[src/pse_pkg.sv]
// Package with shared types and constants of the stroke extruder.
`timescale 1ns / 1ps
`default_nettype none
package pse_pkg;

  // Input mode codes.
  localparam logic [1:0] ModeStart = 2'd0;
  localparam logic [1:0] ModeAdd   = 2'd1;
  localparam logic [1:0] ModeEnd   = 2'd2;

  // Configuration register indexes.
  localparam logic CfgHalfWidth  = 1'b0;
  localparam logic CfgMinSpacing = 1'b1;

  localparam logic [7:0] HalfWidthReset  = 8'd20;
  localparam logic [7:0] MinSpacingReset = 8'd10;

endpackage
`default_nettype wire

[src/pse_front.sv]
// Front end: stroke state, thinning test and job classification.
`timescale 1ns / 1ps
`default_nettype none
module pse_front #(
  parameter int CoordBits = 16
) (
  input  wire logic                        clk_i,
  input  wire logic                        rst_ni,
  input  wire logic [7:0]                  min_spacing_i,
  input  wire logic                        in_valid_i,
  output logic                             in_ready_o,
  input  wire logic [1:0]                  mode_i,
  input  wire logic signed [CoordBits-1:0] point_x_i,
  input  wire logic signed [CoordBits-1:0] point_y_i,
  output logic                             job_valid_o,
  input  wire logic                        job_ready_i,
  output logic signed [CoordBits-1:0]      job_vx_o,
  output logic signed [CoordBits-1:0]      job_vy_o,
  output logic signed [CoordBits:0]        job_dx_o,
  output logic signed [CoordBits:0]        job_dy_o,
  output logic                             job_last_o
);
  import pse_pkg::*;

  localparam int DW = CoordBits + 1;

  logic signed [CoordBits-1:0] bx_q, by_q, hx_q, hy_q, bx_d, by_d, hx_d, hy_d;
  logic [1:0] kc_q, kc_d;
  logic emit;
  logic signed [DW-1:0] ddx, ddy, adx, ady;
  logic [2*DW:0] dist2;
  logic [15:0] sp2;
  logic job_valid_q, job_last_q;
  logic signed [CoordBits-1:0] job_vx_q, job_vy_q;
  logic signed [DW-1:0] job_dx_q, job_dy_q;

  assign job_valid_o = job_valid_q;
  assign job_vx_o    = job_vx_q;
  assign job_vy_o    = job_vy_q;
  assign job_dx_o    = job_dx_q;
  assign job_dy_o    = job_dy_q;
  assign job_last_o  = job_last_q;

  // A single output word holds the next job; the back end queues two more.
  assign in_ready_o = !job_valid_q || job_ready_i;

  always_comb begin
    ddx = DW'(point_x_i) - DW'(hx_q);
    ddy = DW'(point_y_i) - DW'(hy_q);
    adx = ddx[DW-1] ? -ddx : ddx;
    ady = ddy[DW-1] ? -ddy : ddy;
    dist2 = (2*DW+1)'($unsigned(adx) * $unsigned(adx))
          + (2*DW+1)'($unsigned(ady) * $unsigned(ady));
    sp2 = min_spacing_i * min_spacing_i;
    bx_d = bx_q; by_d = by_q; hx_d = hx_q; hy_d = hy_q; kc_d = kc_q; emit = 1'b0;
    case (mode_i)
      ModeStart: begin
        bx_d = point_x_i; by_d = point_y_i; hx_d = point_x_i; hy_d = point_y_i;
        kc_d = 2'd1;
      end
      ModeAdd: begin
        if (kc_q != 2'd0 && dist2 > (2*DW+1)'(sp2)) begin
          emit = 1'b1;
          bx_d = hx_q; by_d = hy_q; hx_d = point_x_i; hy_d = point_y_i; kc_d = 2'd2;
        end
      end
      ModeEnd: begin
        if (kc_q != 2'd0) begin
          emit = 1'b1;
          kc_d = 2'd0;
        end
      end
      default: ;
    endcase
  end

  // Stroke state and the job word.
  always_ff @(posedge clk_i or negedge rst_ni) begin
    if (!rst_ni) begin
      bx_q <= '0; by_q <= '0; hx_q <= '0; hy_q <= '0; kc_q <= '0;
      job_valid_q <= 1'b0;
    end else begin
      if (in_valid_i && in_ready_o && emit) job_valid_q <= 1'b1;
      else if (job_ready_i) job_valid_q <= 1'b0;
      if (in_valid_i && in_ready_o) begin
        bx_q <= bx_d; by_q <= by_d; hx_q <= hx_d; hy_q <= hy_d; kc_q <= kc_d;
        if (emit) begin
          job_vx_q <= hx_q;
          job_vy_q <= hy_q;
          job_last_q <= (mode_i == ModeEnd);
          if (mode_i == ModeEnd) begin
            job_dx_q <= DW'(hx_q) - DW'(bx_q);
            job_dy_q <= DW'(hy_q) - DW'(by_q);
          end else begin
            job_dx_q <= DW'(point_x_i) - DW'(bx_q);
            job_dy_q <= DW'(point_y_i) - DW'(by_q);
          end
        end
      end
    end
  end

`ifndef SYNTHESIS
  a_kc_range: assert property (@(posedge clk_i) disable iff (!rst_ni) kc_q != 2'd3)
    else $error("kept count out of range");
  a_no_emit_closed: assert property (@(posedge clk_i) disable iff (!rst_ni)
    (in_valid_i && in_ready_o && kc_q == 2'd0 && mode_i != ModeStart) |=> $stable(kc_q))
    else $error("closed stroke changed");
  a_end_closes: assert property (@(posedge clk_i) disable iff (!rst_ni)
    (in_valid_i && in_ready_o && mode_i == ModeEnd) |=> kc_q == 2'd0)
    else $error("end did not close stroke");
`endif
endmodule
`default_nettype wire

[config.mk]
export PLATFORM = sky130hd
export DESIGN_NAME = pse_front
export DESIGN_NICKNAME = d
export VERILOG_FILES = /design/src/pse_pkg.sv /design/src/pse_front.sv
export SDC_FILE = /design/constraint.sdc
export NUM_CORES = 1
export LEC_CHECK = 0
export ABC_CLOCK_PERIOD_IN_PS = 49300
export BUFFER_PORTS_ARGS = -buffer_cell sky130_fd_sc_hd__buf_4
export CORE_MARGIN = 1.5
export CORE_UTILIZATION = 45
export CTS_BUF_LIST = sky130_fd_sc_hd__clkbuf_16
export CTS_CLUSTER_DIAMETER = 50
export CTS_CLUSTER_SIZE = 28
export DETAILED_ROUTE_END_ITERATION = 8
export PLACE_DENSITY = 0.67
export SETUP_SLACK_MARGIN = 0.1
export SYNTH_ARGS = -nofsm -noshare
export SYNTH_HDL_FRONTEND = slang
export SYNTH_SLANG_ARGS = --single-unit
[constraint.sdc]
create_clock -name clk_i -period 49.3 [get_ports clk_i]
set_clock_uncertainty 0.1 [all_clocks]
set_input_delay 7.395 -clock clk_i [delete_from_list [all_inputs] [get_ports clk_i]]
set_output_delay 7.395 -clock clk_i [all_outputs]
set_load 0.005 [all_outputs]
==> metrics <==
final wirelength=69400 um; Clock Path Buffers=2; # resized after CTS=0; vias=20300; post-synthesis sequential area ratio=13.1%; first-pass GRT wire length=115000 um; slowest stage delay, CP=0.77 ns; Vias per Instance=5.11; FFs w/ async S/R, synth=50.0%; CTS tree=built; CP dominant cell by count=fa_1; count of maximum capacitance violations=0; kind of critical path=in -> reg; largest net degree at the start of global routing=65; TritonRoute pass-1 iters=5; Worst setup SP type=input port; EDFF count, synth=67; share of post-route cells with drive strength above 1=8.94%; n_diodes=0; DP Wirelength=59500 um; Hold Crit Class=reg -> reg; synthesis-stage register bit count=134; cell count after placement=3947; kind of end point of the critical path=register; setup_tns=0 ns; number of global-route vias before repair=21700; DRC=0; Mapped Area=28200 um2; post-route ant nets=0; Synth-to-Final Area Change=8.92%; Global Route Usage Sum=22.9%; Arr. time, crit path=20.74 ns; fin crit share=41.6%; Worst Tran Pin Value=1.12 ns; fin. max-slew vios=0; CTS Buf Count=17; RSZ-0062 raised after global routing=false; initial antenna violation count=0; hold_buf cts=0; synth unique cells=90; path depth of the worst reg2reg path=43; cells after synthesis=3007; synth warn=0; initial core utilization=45.6%; RePlAce Congestion=0.950; Iter 0 DRT Violations=1133; nets=3960; Slew Limit Headroom=24.8%; hold path cells=0; H-tree depth=4; ys flop type=edfxtp_1; Mean Syn Cell Area=9.36 um2; minimum clock period=20.53 ns; post-detailed-route wirelength per cell=17.4 um; grt ovf=0; CP max FO=41; CP max stage cell=o21bai_4; outcome=finished, final reports clean; number of fill cells=5807; Setup-failing EPs final=0; Clk pin slew, worst setup/hold paths=0.06 ns; Root Driver=clkbuf_16; core area=61700 um2; f_max=0.0487 GHz; IO Pins=115; Yosys top cell by area=fa_1; post-CTS setup buffers=0; Critical Path RT=49.51 ns; clock sinks=134; top-area cell type share of the netlist area=33.9%; die height=253 um; Die ar.=64100 um2; Post-Layout Cell Count=3979; # rows=91; PortBufs=114; Final Hold Vio Count=0; Skew-Pair Late Insertion Delay=0.43 ns; synth top area cells=fa_1 34%, ha_1 14%, inv_1 10%; Die X=253 um
==> critical path, delay by kind of cell <==
kind / cells / cell delay (ns)
mux: 1 / 0.40
compound gates: 12 / 3.52
fa+ha+maj: 12 / 5.26
buf+inv: 8 / 1.55
simple gates: 9 / 1.69
xor+xnor: 3 / 0.85
==> routing by layer <==
metal	routed length, um	vias to the layer above	share of wire (%)	track usage (%)
li1	-	9615	-	-
met1	30200	10100	44	30.2
met2	33300	512	48	39.0
met3	3160	110	4.6	2.55
met4	2720	0	3.9	8.16
met5	0	-	0	0
==> final cells by class <==
class | count | area, um2 | area share, %
clock inverter | 13 | 105 | 0.343
inverter | 781 | 2930 | 9.56
timing repair buffer | 146 | 1100 | 3.57
clock buffer | 19 | 475 | 1.55
sequential | 134 | 3690 | 12.0
multi-input combinational | 2049 | 21300 | 69.5
tap | 837 | 1050 | 3.42
==> sequential cells by signal (all words and copies together) (netlist names) <==
name         cells
job_dx_o        17
job_dy_o        17
bx_q            16
by_q            16
hx_q            16
hy_q            16
job_vx_o        16
job_vy_o        16
kc_q             2
job_last_o       1
job_valid_o      1
==> kinds of logic (layout without fill, tap and decap cells) <==
| group | count (synthesis) | count (layout) | share of synthesized area, % |
|---|---|---|---|
| compound gates | 338 | 338 | 7.87 |
| xor+xnor | 118 | 118 | 3.77 |
| fa+ha+maj | 785 | 785 | 47.6 |
| buf+inv | 846 | 959 | 11.6 |
| flops | 134 | 134 | 13.1 |
| mux | 133 | 133 | 5.40 |
| other cells | 2 | 24 | 0.0267 |
| simple gates | 651 | 651 | 10.6 |
==> stage by stage <==
stage	worst slack, ns	area (um2)	util (%)	hold WS (ns)
final	28.77	30700	49.7	0.427
after global placement	28.68	30100	48.7	0.409
after CTS	28.80	30700	49.7	0.425
after global routing	28.06	30700	49.7	0.440
after detailed placement	28.39	30100	48.7	0.412
after floorplan	24.65	28200	-	0.378
==> worst paths after layout <==
kind,start,end,slack [ns]
hold reg to reg,hx_q[15]$_DFFE_PN0P_,job_vx_o[15]$_DFFE_PP_,0.43
setup reg to reg,hx_q[0]$_DFFE_PN0P_,hx_q[15]$_DFFE_PN0P_,35.48
setup / recovery,point_x_i[0],hx_q[15]$_DFFE_PN0P_,28.77
hold / removal,hx_q[15]$_DFFE_PN0P_,job_vx_o[15]$_DFFE_PP_,0.43
min in group asynchronous,rst_ni,hx_q[11]$_DFFE_PN0P_,6.66
max in group asynchronous,rst_ni,hx_q[15]$_DFFE_PN0P_,41.39
==> Yosys cell counts (all sizes together) (5+ instances only) <==
library cell	instances
a211o	5
a211oi	15
a21boi	11
a21o	23
a21oi	93
a311oi	5
a31oi	14
and2	29
and3	14
and4	5
buf	18
clkbuf	47
clkinv	10
dfrtp	67
edfxtp	67
fa	476
ha	309
inv	771
mux2	64
mux2i	69
nand2	221
nand2b	34
nand3	33
nand4	12
nor2	213
nor2b	16
nor3	32
nor3b	5
nor4	9
o211ai	6
o21a	15
o21ai	73
o21bai	11
o22ai	12
o31ai	7
o41ai	5
or2	9
or3	7
xnor2	72
xor2	45
==> layout by cell type (no fill, tap or decap), types with 31 or more instances in the layout <==
cell type and n:
xor2_1 45, xnor2_1 66, nand3_1 33, mux2i_1 69, nand2_1 220, nor2_1 213, a21oi_1 93, dfrtp_1 67
edfxtp_1 67, ha_1 307, nand2b_1 34, inv_1 770, mux2_2 35, fa_1 476, buf_4 146, o21ai_0 67
nor3_1 31
Power is not shown: default switching activity piles up to over one toggle a cycle in this logic, so the estimate is an artifact.
